File: config.mk
export PLATFORM = sky130hd
export DESIGN_NAME = arm_disarm_interlock_top_flat
export DESIGN_NICKNAME = d
export VERILOG_FILES = /design/src/rtl/adi_pkg.sv /design/src/rtl/adi_if.sv /design/src/rtl/adi_gesture.sv /design/src/rtl/adi_fsm.sv /design/src/rtl/arm_disarm_interlock_top.sv /design/src/flat_wrapper.sv
export SDC_FILE = /design/constraint.sdc
export NUM_CORES = 1
export LEC_CHECK = 0
export BUFFER_PORTS_ARGS = -buffer_cell sky130_fd_sc_hd__buf_2
export CAP_MARGIN = 20
export CORE_ASPECT_RATIO = 1.75
export CORE_UTILIZATION = 54
export DETAILED_ROUTE_END_ITERATION = 8
export HOLD_SLACK_MARGIN = 0.03
export PLACE_DENSITY = 0.74
export SKIP_LAST_GASP = 1
export SYNTH_ARGS = -nofsm -noshare
export SYNTH_HDL_FRONTEND = slang
export SYNTH_SLANG_ARGS = --single-unit
export TNS_END_PERCENT = 20
File: constraint.sdc
create_clock -name clk -period 13.9 [get_ports clk]
set_clock_uncertainty 0.15 [all_clocks]
set_input_delay 0 -clock clk [delete_from_list [all_inputs] [get_ports clk]]
set_output_delay 0 -clock clk [all_outputs]
set_load 0.05 [all_outputs]
File: src/rtl/adi_pkg.sv
`timescale 1ns / 1ps
`default_nettype none
// ---------------------------------------------------------------------------
// adi_pkg: arm/disarm interlock shared definitions
// Types, thresholds, mode codes and register indexes for the interlock.
// ---------------------------------------------------------------------------
package adi_pkg;

  localparam int TIME_BITS_DEF = 32;

  localparam int CFG_IDX_W  = 3;
  localparam int CFG_DATA_W = 16;

  // register indexes
  localparam logic [CFG_IDX_W-1:0] REG_ARMING_MODE  = 3'd0;
  localparam logic [CFG_IDX_W-1:0] REG_GROUND_FRAME = 3'd1;
  localparam logic [CFG_IDX_W-1:0] REG_ARM_HOLD     = 3'd2;
  localparam logic [CFG_IDX_W-1:0] REG_DISARM_HOLD  = 3'd3;
  localparam logic [CFG_IDX_W-1:0] REG_IDLE_TIMEOUT = 3'd4;

  // arming source codes
  localparam logic [3:0] MODE_ALWAYS_DISARMED = 4'd0;
  localparam logic [3:0] MODE_ALWAYS_ARMED    = 4'd1;
  localparam logic [3:0] MODE_ROLL_LEFT       = 4'd2;
  localparam logic [3:0] MODE_ROLL_RIGHT      = 4'd3;
  localparam logic [3:0] MODE_PITCH_FWD       = 4'd4;
  localparam logic [3:0] MODE_PITCH_AFT       = 4'd5;
  localparam logic [3:0] MODE_YAW_LEFT        = 4'd6;
  localparam logic [3:0] MODE_YAW_RIGHT       = 4'd7;
  localparam logic [3:0] MODE_SWITCH          = 4'd8;
  localparam logic [3:0] MODE_NONE_SEEN       = 4'd15;

  // reset values
  localparam logic [15:0] ARM_HOLD_RST     = 16'd1000;
  localparam logic [15:0] DISARM_HOLD_RST  = 16'd1000;
  localparam logic [15:0] IDLE_TIMEOUT_RST = 16'd30000;

  // Q1.14 thresholds: 0.8, 0.2, 0.01 (integer approximations)
  localparam logic signed [16:0] TH_STICK    = 17'sd13108;
  localparam logic signed [16:0] TH_SWITCH   = 17'sd3277;
  localparam logic signed [16:0] GROUND_IDLE = 17'sd163;
  localparam logic signed [16:0] LEVEL_MAX   = 17'sd32767;

  typedef enum logic [2:0] {
    ST_DISARMED       = 3'd0,
    ST_ARMING         = 3'd1,
    ST_ARMED          = 3'd2,
    ST_DISARM_MANUAL  = 3'd3,
    ST_DISARM_TIMEOUT = 3'd4
  } state_t;

  typedef enum logic [1:0] {
    STAT_DISARMED = 2'd0,
    STAT_ARMING   = 2'd1,
    STAT_ARMED    = 2'd2
  } status_t;

  typedef struct packed {
    logic        reinit;
    logic [31:0] now_ms;
    logic [15:0] throttle;
    logic [15:0] roll;
    logic [15:0] pitch;
    logic [15:0] yaw;
    logic [15:0] switch_level;
    logic        forced_disarm;
    logic        ok_to_arm;
    logic        follower_engaged;
  } item_t;

  typedef struct packed {
    logic [3:0]  arming_mode;
    logic        ground_frame;
    logic [15:0] arm_hold_ms;
    logic [15:0] disarm_hold_ms;
    logic [15:0] idle_timeout_ms;
  } cfg_t;

  typedef struct packed {
    logic        low;
    logic        arm_edge;
    logic        disarm_edge;
    logic [15:0] level_sat;
  } gest_t;

  typedef struct packed {
    status_t armed_status;
    state_t  machine_state;
  } res_t;

endpackage
`default_nettype wire

File: src/rtl/adi_if.sv
`timescale 1ns / 1ps
`default_nettype none
// ---------------------------------------------------------------------------
// adi_if: interlock channel interfaces
// Valid/ready channels for the tick word and the result word.
// ---------------------------------------------------------------------------
interface adi_tick_if;
  logic        valid;
  logic        ready;
  logic        reinit;
  logic [31:0] now_ms;
  logic signed [15:0] throttle;
  logic signed [15:0] roll;
  logic signed [15:0] pitch;
  logic signed [15:0] yaw;
  logic signed [15:0] switch_level;
  logic        forced_disarm;
  logic        ok_to_arm;
  logic        follower_engaged;

  modport source (output valid, reinit, now_ms, throttle, roll, pitch, yaw, switch_level,
                  forced_disarm, ok_to_arm, follower_engaged, input ready);
  modport sink (input valid, reinit, now_ms, throttle, roll, pitch, yaw, switch_level,
                forced_disarm, ok_to_arm, follower_engaged, output ready);
endinterface

interface adi_result_if;
  logic       valid;
  logic       ready;
  logic [1:0] armed_status;
  logic [2:0] machine_state;

  modport source (output valid, armed_status, machine_state, input ready);
  modport sink (input valid, armed_status, machine_state, output ready);
endinterface
`default_nettype wire

File: src/rtl/adi_gesture.sv
`timescale 1ns / 1ps
`default_nettype none
// ---------------------------------------------------------------------------
// adi_gesture: arming level select and edge detect
// Picks the arming level, finds low throttle and threshold crossings.
// ---------------------------------------------------------------------------
module adi_gesture
  import adi_pkg::*;
(
  input  item_t       item,
  input  cfg_t        cfg,
  input  logic [15:0] prev_level,
  output gest_t       gest
);

  logic signed [16:0] thr_x, roll_x, pitch_x, yaw_x, sw_x, prev_x;
  logic signed [16:0] level, th;
  logic               is_switch, low, arm_e, dis_e;

  assign thr_x   = $signed({item.throttle[15], item.throttle});
  assign roll_x  = $signed({item.roll[15], item.roll});
  assign pitch_x = $signed({item.pitch[15], item.pitch});
  assign yaw_x   = $signed({item.yaw[15], item.yaw});
  assign sw_x    = $signed({item.switch_level[15], item.switch_level});
  assign prev_x  = $signed({prev_level[15], prev_level});

  assign is_switch = (cfg.arming_mode == MODE_SWITCH);
  assign th        = is_switch ? TH_SWITCH : TH_STICK;

  always_comb begin
    if (cfg.ground_frame) begin
      low = (thr_x <= GROUND_IDLE) && (thr_x >= -GROUND_IDLE);
    end else begin
      low = item.throttle[15];
    end
    if (is_switch && (sw_x <= -TH_SWITCH)) begin
      low = 1'b1;
    end
  end

  always_comb begin
    case (cfg.arming_mode)
      MODE_ROLL_LEFT:  level = roll_x;
      MODE_ROLL_RIGHT: level = -roll_x;
      MODE_PITCH_FWD:  level = pitch_x;
      MODE_PITCH_AFT:  level = -pitch_x;
      MODE_YAW_LEFT:   level = yaw_x;
      MODE_YAW_RIGHT:  level = -yaw_x;
      MODE_SWITCH:     level = -sw_x;
      default:         level = '0;
    endcase
  end

  assign arm_e = (level <= -th) && (prev_x > -th);
  assign dis_e = !arm_e && (level >= th) && (prev_x < th);

  assign gest.low         = low;
  assign gest.arm_edge    = arm_e;
  assign gest.disarm_edge = dis_e;
  // negated full-scale stick saturates to the positive limit
  assign gest.level_sat   = (level > LEVEL_MAX) ? LEVEL_MAX[15:0] : level[15:0];

endmodule
`default_nettype wire

File: src/rtl/adi_fsm.sv
`timescale 1ns / 1ps
`default_nettype none
// ---------------------------------------------------------------------------
// adi_fsm: arm state machine
// Holds state, status, hold timer start and edge history; updates per word.
// ---------------------------------------------------------------------------
module adi_fsm
  import adi_pkg::*;
#(
  parameter int TIME_BITS = TIME_BITS_DEF
) (
  input  logic        clk,
  input  logic        rst,
  input  logic        en,
  input  item_t       item,
  input  cfg_t        cfg,
  input  gest_t       gest,
  output logic [15:0] prev_level,
  output res_t        res_next
);

  state_t                 arm_state, arm_state_next, s0;
  status_t                status, status_next, st0;
  logic [TIME_BITS-1:0]   seq_start, seq_start_next, now_t, elapsed;
  logic [15:0]            prior_level, prior_level_next;
  logic [3:0]             prior_mode, prior_mode_next;

  assign s0    = item.reinit ? ST_DISARMED : arm_state;
  assign st0   = item.reinit ? STAT_DISARMED : status;
  assign now_t = TIME_BITS'(item.now_ms);
  assign elapsed = now_t - seq_start;

  // history is void after a mode change or while in a transient state
  assign prev_level = ((prior_mode != cfg.arming_mode) ||
                       ((s0 != ST_DISARMED) && (s0 != ST_ARMED))) ? 16'd0 : prior_level;

  always_comb begin
    arm_state_next   = s0;
    status_next      = st0;
    seq_start_next   = seq_start;
    prior_level_next = prior_level;
    prior_mode_next  = prior_mode;
    if (item.forced_disarm) begin
      arm_state_next = ST_DISARMED;
      status_next    = STAT_DISARMED;
    end else if (cfg.arming_mode == MODE_ALWAYS_DISARMED) begin
      status_next = STAT_DISARMED;
    end else if (!gest.low) begin
      if (s0 == ST_DISARM_MANUAL || s0 == ST_DISARM_TIMEOUT) begin
        arm_state_next = ST_ARMED;
      end else if (s0 == ST_ARMING) begin
        arm_state_next = ST_DISARMED;
      end
    end else if (cfg.arming_mode == MODE_ALWAYS_ARMED) begin
      status_next = STAT_ARMED;
    end else begin
      prior_mode_next  = cfg.arming_mode;
      prior_level_next = gest.level_sat;
      case (s0)
        ST_DISARMED: begin
          status_next = STAT_DISARMED;
          if (gest.arm_edge && item.ok_to_arm) begin
            seq_start_next = now_t;
            arm_state_next = ST_ARMING;
          end
        end
        ST_ARMING: begin
          status_next = STAT_ARMING;
          if (gest.arm_edge && (elapsed > TIME_BITS'(cfg.arm_hold_ms))) begin
            arm_state_next = ST_ARMED;
          end else if (!gest.arm_edge) begin
            arm_state_next = ST_DISARMED;
          end
        end
        ST_ARMED: begin
          seq_start_next = now_t;
          arm_state_next = ST_DISARM_TIMEOUT;
          status_next    = STAT_ARMED;
        end
        ST_DISARM_TIMEOUT: begin
          // follower engagement restarts the timer and blocks the timeout for this word
          if (item.follower_engaged) begin
            seq_start_next = now_t;
          end
          if (!item.follower_engaged && (cfg.idle_timeout_ms != 16'd0) &&
              (elapsed > TIME_BITS'(cfg.idle_timeout_ms))) begin
            arm_state_next = ST_DISARMED;
          end
          if (gest.disarm_edge) begin
            seq_start_next = now_t;
            arm_state_next = ST_DISARM_MANUAL;
          end
        end
        ST_DISARM_MANUAL: begin
          if (gest.disarm_edge && (elapsed > TIME_BITS'(cfg.disarm_hold_ms))) begin
            arm_state_next = ST_DISARMED;
          end else if (!gest.disarm_edge) begin
            arm_state_next = ST_ARMED;
          end
        end
        default: begin
        end
      endcase
    end
  end

  always_ff @(posedge clk) begin
    if (rst) begin
      arm_state   <= ST_DISARMED;
      status      <= STAT_DISARMED;
      seq_start   <= '0;
      prior_level <= '0;
      prior_mode  <= MODE_NONE_SEEN;
    end else if (en) begin
      arm_state   <= arm_state_next;
      status      <= status_next;
      seq_start   <= seq_start_next;
      prior_level <= prior_level_next;
      prior_mode  <= prior_mode_next;
    end
  end

  assign res_next.armed_status  = status_next;
  assign res_next.machine_state = arm_state_next;

  a_forced_disarm: assert property (@(posedge clk) disable iff (rst)
    en && item.forced_disarm |=> (arm_state == ST_DISARMED) && (status == STAT_DISARMED))
    else $error("forced disarm did not clear state and status");

  a_hold_when_idle: assert property (@(posedge clk) disable iff (rst)
    !en |=> $stable(arm_state) && $stable(status) && $stable(seq_start))
    else $error("state changed without a word");

  a_arm_needs_ok: assert property (@(posedge clk) disable iff (rst)
    en && !item.ok_to_arm && (arm_state != ST_ARMING) |=> arm_state != ST_ARMING)
    else $error("arming entered without permission");

  a_reinit_disabled: assert property (@(posedge clk) disable iff (rst)
    en && item.reinit && (cfg.arming_mode == MODE_ALWAYS_DISARMED)
    |=> (arm_state == ST_DISARMED) && (status == STAT_DISARMED))
    else $error("reinit did not disarm");

endmodule
`default_nettype wire

File: src/rtl/arm_disarm_interlock_top.sv
`timescale 1ns / 1ps
`default_nettype none
// Tick words pass the input register, then the result register once it is free.
// One word per cycle while results are taken; the state update is a single combinational pass.
// A waiting result does not block the next tick word while the input register is free.
// Reset (rst, synchronous): disarmed state and status, timer start and history cleared,
// mode history set to none seen, configuration registers to their defaults.
// ---------------------------------------------------------------------------
// arm_disarm_interlock_top: arm/disarm interlock
// Configuration registers, input and result registers around the arm FSM.
// ---------------------------------------------------------------------------
module arm_disarm_interlock_top
  import adi_pkg::*;
#(
  parameter int TIME_BITS = TIME_BITS_DEF
) (
  input  logic                  clk,
  input  logic                  rst,
  input  logic                  cfg_we,
  input  logic [CFG_IDX_W-1:0]  cfg_idx,
  input  logic [CFG_DATA_W-1:0] cfg_data,
  adi_tick_if.sink              tick,
  adi_result_if.source          result
);

  cfg_t        cfg;
  item_t       item_q;
  logic        in_vld, out_vld, adv;
  res_t        res_next, res_q;
  gest_t       gest;
  logic [15:0] prev_level;

  always_ff @(posedge clk) begin
    if (rst) begin
      cfg.arming_mode     <= MODE_ALWAYS_DISARMED;
      cfg.ground_frame    <= 1'b0;
      cfg.arm_hold_ms     <= ARM_HOLD_RST;
      cfg.disarm_hold_ms  <= DISARM_HOLD_RST;
      cfg.idle_timeout_ms <= IDLE_TIMEOUT_RST;
    end else if (cfg_we) begin
      case (cfg_idx)
        REG_ARMING_MODE:  cfg.arming_mode     <= cfg_data[3:0];
        REG_GROUND_FRAME: cfg.ground_frame    <= cfg_data[0];
        REG_ARM_HOLD:     cfg.arm_hold_ms     <= cfg_data;
        REG_DISARM_HOLD:  cfg.disarm_hold_ms  <= cfg_data;
        REG_IDLE_TIMEOUT: cfg.idle_timeout_ms <= cfg_data;
        default: begin
        end
      endcase
    end
  end

  assign adv        = in_vld && (!out_vld || result.ready);
  assign tick.ready = !in_vld || adv;

  always_ff @(posedge clk) begin
    if (rst) begin
      in_vld <= 1'b0;
    end else if (tick.ready) begin
      in_vld <= tick.valid;
    end
  end

  always_ff @(posedge clk) begin
    if (tick.valid && tick.ready) begin
      item_q.reinit           <= tick.reinit;
      item_q.now_ms           <= tick.now_ms;
      item_q.throttle         <= tick.throttle;
      item_q.roll             <= tick.roll;
      item_q.pitch            <= tick.pitch;
      item_q.yaw              <= tick.yaw;
      item_q.switch_level     <= tick.switch_level;
      item_q.forced_disarm    <= tick.forced_disarm;
      item_q.ok_to_arm        <= tick.ok_to_arm;
      item_q.follower_engaged <= tick.follower_engaged;
    end
  end

  adi_gesture u_gesture (
    .item       (item_q),
    .cfg        (cfg),
    .prev_level (prev_level),
    .gest       (gest)
  );

  adi_fsm #(
    .TIME_BITS (TIME_BITS)
  ) u_fsm (
    .clk        (clk),
    .rst        (rst),
    .en         (adv),
    .item       (item_q),
    .cfg        (cfg),
    .gest       (gest),
    .prev_level (prev_level),
    .res_next   (res_next)
  );

  always_ff @(posedge clk) begin
    if (rst) begin
      out_vld <= 1'b0;
    end else if (adv) begin
      out_vld <= 1'b1;
    end else if (result.ready) begin
      out_vld <= 1'b0;
    end
  end

  always_ff @(posedge clk) begin
    if (adv) begin
      res_q <= res_next;
    end
  end

  assign result.valid         = out_vld;
  assign result.armed_status  = res_q.armed_status;
  assign result.machine_state = res_q.machine_state;

endmodule
`default_nettype wire

File: src/flat_wrapper.sv
// flat-port wrapper written by rule: the top's interface ports become plain ports
module arm_disarm_interlock_top_flat import adi_pkg::*;
#(
  parameter int TIME_BITS = TIME_BITS_DEF
)
  (clk, rst, cfg_we, cfg_idx, cfg_data, tick_valid, tick_reinit, tick_now_ms, tick_throttle, tick_roll, tick_pitch, tick_yaw, tick_switch_level, tick_forced_disarm, tick_ok_to_arm, tick_follower_engaged, tick_ready, result_valid, result_armed_status, result_machine_state, result_ready);
  adi_tick_if tick_i ();
  adi_result_if result_i ();
  input  logic clk;
  input  logic rst;
  input  logic cfg_we;
  input  logic [CFG_IDX_W-1:0] cfg_idx;
  input  logic [CFG_DATA_W-1:0] cfg_data;
  input wire logic [$bits(tick_i.valid)-1:0] tick_valid;
  input wire logic [$bits(tick_i.reinit)-1:0] tick_reinit;
  input wire logic [$bits(tick_i.now_ms)-1:0] tick_now_ms;
  input wire logic [$bits(tick_i.throttle)-1:0] tick_throttle;
  input wire logic [$bits(tick_i.roll)-1:0] tick_roll;
  input wire logic [$bits(tick_i.pitch)-1:0] tick_pitch;
  input wire logic [$bits(tick_i.yaw)-1:0] tick_yaw;
  input wire logic [$bits(tick_i.switch_level)-1:0] tick_switch_level;
  input wire logic [$bits(tick_i.forced_disarm)-1:0] tick_forced_disarm;
  input wire logic [$bits(tick_i.ok_to_arm)-1:0] tick_ok_to_arm;
  input wire logic [$bits(tick_i.follower_engaged)-1:0] tick_follower_engaged;
  output wire logic [$bits(tick_i.ready)-1:0] tick_ready;
  output wire logic [$bits(result_i.valid)-1:0] result_valid;
  output wire logic [$bits(result_i.armed_status)-1:0] result_armed_status;
  output wire logic [$bits(result_i.machine_state)-1:0] result_machine_state;
  input wire logic [$bits(result_i.ready)-1:0] result_ready;
  assign tick_i.valid = tick_valid;
  assign tick_i.reinit = tick_reinit;
  assign tick_i.now_ms = tick_now_ms;
  assign tick_i.throttle = tick_throttle;
  assign tick_i.roll = tick_roll;
  assign tick_i.pitch = tick_pitch;
  assign tick_i.yaw = tick_yaw;
  assign tick_i.switch_level = tick_switch_level;
  assign tick_i.forced_disarm = tick_forced_disarm;
  assign tick_i.ok_to_arm = tick_ok_to_arm;
  assign tick_i.follower_engaged = tick_follower_engaged;
  assign tick_ready = tick_i.ready;
  assign result_valid = result_i.valid;
  assign result_armed_status = result_i.armed_status;
  assign result_machine_state = result_i.machine_state;
  assign result_i.ready = result_ready;
  arm_disarm_interlock_top #(.TIME_BITS(TIME_BITS)) u_core (.clk(clk), .rst(rst), .cfg_we(cfg_we), .cfg_idx(cfg_idx), .cfg_data(cfg_data), .tick(tick_i), .result(result_i));
endmodule
==> results_dict.tcl <==
set metrics [dict create \
    status "completed" \
    nets 2299 \
    reg2reg_slack_ns 8.29 \
    arrival_ns 5.92 \
    worstRegToRegCells 17 \
    cts_tree "built" \
    worst-setup-path-type "reg2reg" \
    max-vdd-ir-drop_mv 0.131 \
    syn_inst 1670 \
    synth_cell_types 91 \
    cts_repair_resize_count 0 \
    syn-cell-area_sq_um 15200 \
    die_w_microns 129 \
    fin_crit_ns 5.61 \
    synth_top_area_share_pct 23.9 \
    gp_congestion 1.12 \
    start_util_pct 55.5 \
    syn_to_final_growth_pct 27.4 \
    vias 14400 \
    synth_area_per_cell_sq_um 9.11 \
    pre_cts_ws_ns 8.49 \
    grt_antenna_before_repair 2 \
    grt_pass1_vias 14800 \
    drv_cap 0 \
    route.detailed.drc 0 \
    grt_overflow 0 \
    setup_ws_ns 8.29 \
    grt_max_degree 81 \
    fp.dieArea_sq_um 28900 \
    whs_path_depth 2 \
    ys_seq_elements 233 \
    clock_sinks 233 \
    fmax_mhz 178 \
    swShare_pct 27.2 \
    rsz0062_at_grt "false" \
    clkLatencyLatePin_ns 0.55 \
    die_h_microns 224 \
    setup_viol 0 \
    synth.area.top_cells "edfxtp_1 24%, dfxtp_1 15%, ha_1 11%, nand2_1 5.7%, a21oi_1 3.8%" \
    min_period_over_period_pct 40.4 \
    powerDensity_nw_per_um2 88.3 \
    cts.path.max_buffers 3 \
    hpwl_mm 35.9 \
    p_leak_nw 7.54 \
    yosys.area.top_type "edfxtp_1" \
    grt_pass1_wl_mm 79.5 \
    syn_nets 1944 \
    r2r_start "u_core.item_q[21]" \
    cp_max_fo 32 \
    required_ns 14.21 \
    drtIter0Drc 861 \
    via_per_inst 5.98 \
    numCtsBuffers 24 \
    core_sq_um 27400 \
    synth.top_cells.by_count "230 x nand2_1, 133 x ha_1, 121 x edfxtp_1, 117 x a21oi_1, 112 x dfxtp_1" \
    min-delay-start "tick_throttle[15]" \
    comb_power_share_pct 17.0 \
    hold_violations 0 \
    min_to "u_core.item_q[82]" \
    grt.total_usage_pct 36.3 \
    clk_pin_slew_ns 0.07 \
    synth.most_common_cell "nand2_1" \
    max_slew_margin_pct 27.1 \
    yosysWarnings 0 \
    synth_seq_area_share_pct 38.6 \
    slew_viol_final 0 \
    cp-end-kind "register" \
    seq_power_share_pct 45.6 \
    power.internal_w 0.00125 \
    num_rows 80 \
    worstReg2RegEnd "u_core.u_fsm.seq_start[26]" \
    ios 147 \
    first_pass_iters 5 \
    synthArstFlopShare_pct 0 \
    wl_per_cell_microns 21.4 \
    fin_setup_tns_ns 0 \
    p_switching_w 0.000465 \
    post_cts_buffers 0 \
    synth_flop_cell "edfxtp_1" \
    wl_mm 51.7 \
    cts_root_buffer "clkbuf_16" \
    worst_setup_path_start_kind "register" \
    ant_nets 0 \
    synth-edff-count 121 \
    tightest_slew_ns 1.09 \
    io_buffers 146 \
    worstHoldPathType "in2reg" \
    cts.htree.levels 1 \
    pwr-share-clk_pct 37.4 \
    layout-drive-gt1-share_pct 12.8 \
]
## layout by cell type, fill, tap and decap left out, drive strengths merged, types with 55 or more instances in the layout
master and n:
a21oi 118, buf 163, dfxtp 112, dlygate4sd3 235, edfxtp 121, ha 133
inv 110, nand2 231, nor2 91, o21ai 55
## sequential cells by signal, indices dropped and copies added, names as in the netlist
register,count
u_core.u_fsm.seq_start,32
u_core.result.armed_status,2
u_core.in_vld,1
u_core.result.machine_state,3
u_core.u_fsm.prior_level,16
u_core.cfg,53
u_core.result.valid,1
u_core.item_q,116
u_core.u_fsm.prior_mode,4
u_core.u_fsm.arm_state,3
u_core.u_fsm.status,2
## logic make-up (layout without fill, tap and decap cells)
group                    Yosys count  count (layout)  share of synthesized area (%)
adder cells (fa/ha/maj)          134             134                           11.1
flip-flops                       233             233                           38.6
multiplexers                      63              63                           4.24
AO/OA/AOI/OAI                    399             399                           17.9
AND/OR/NAND/NOR                  598             598                           19.8
buffers and inverters            178             550                           4.64
XOR/XNOR                          65              65                           3.74
other                              0               2                              0
## metrics by stage
step	total power (W)	utilization [%]	hold slack, ns	std cells	area [sq um]
floorplan	0.000936	-	-0.0511	1670	15200
global placement	0.00102	59.2	0.0259	2131	16200
detailed placement	0.00102	59.2	0.0281	2131	16200
CTS	0.00170	70.5	0.0305	2408	19300
global route	0.00177	70.6	0.0379	2413	19400
finish	0.00171	70.6	0.0349	2413	19400
## metal layers
layer	GRT usage [%]	wire [microns]
met5	0	0
met4	31.2	5080
met3	6.02	2510
met2	68.1	27100
met1	33.1	17100
## timing repair
action	CTS	global route
endpoints found under the hold margin	228	1
endpoints found under the setup margin	0	0
hold buffers	234	1
## power groups by stage
stage | sequential (W) | clock (W) | combinational [W]
floorplan | 0.000787 | 0 | 0.000149
global placement | 0.000792 | 0 | 0.000225
detailed placement | 0.000792 | 0 | 0.000229
CTS | 0.000778 | 0.000639 | 0.000281
global route | 0.000781 | 0.000672 | 0.000316
finish | 0.000780 | 0.000640 | 0.000292
## critical path, stage by stage (launching register included)
cell       delay, ns
edfxtp_1        0.49
nor4_1          0.75
nand3b_1        0.34
a31oi_1         0.50
o21ai_0         0.17
a21oi_1         0.15
o21ai_0         0.24
ha_1            0.29
nor2b_1         0.12
a2111oi_0       0.37
o21ai_0         0.17
a311oi_1        0.29
o31ai_1         0.11
a31oi_2         0.28
nand2_2         0.10
a211oi_4        0.19
buf_4           0.50
mux2i_1         0.27
## layout make-up
cell class	instances	area, sq um
clock buffer	37	727
clock inverter	6	38.8
antenna	2	5.00
sequential	233	5880
multi-input combinational	1259	8650
tap	369	462
inverter	109	409
fill	2100	8050
timing repair buffer	398	3210
## how the worst max path moves through the flow
stage               slack, ns              start  cells after the start                          to
global placement         8.57     u_core.cfg[52]                     19  u_core.u_fsm.seq_start[22]
CTS                      8.47     u_core.cfg[52]                     19  u_core.u_fsm.seq_start[16]
finish                   8.29  u_core.item_q[21]                     17  u_core.u_fsm.seq_start[26]
global route             7.92     u_core.cfg[52]                     19  u_core.u_fsm.seq_start[16]
detailed placement       8.49     u_core.cfg[52]                     19  u_core.u_fsm.seq_start[14]
floorplan                8.96     u_core.cfg[52]                     17   u_core.u_fsm.seq_start[0]
No activity file was read; power rests on OpenSTA's default activity.
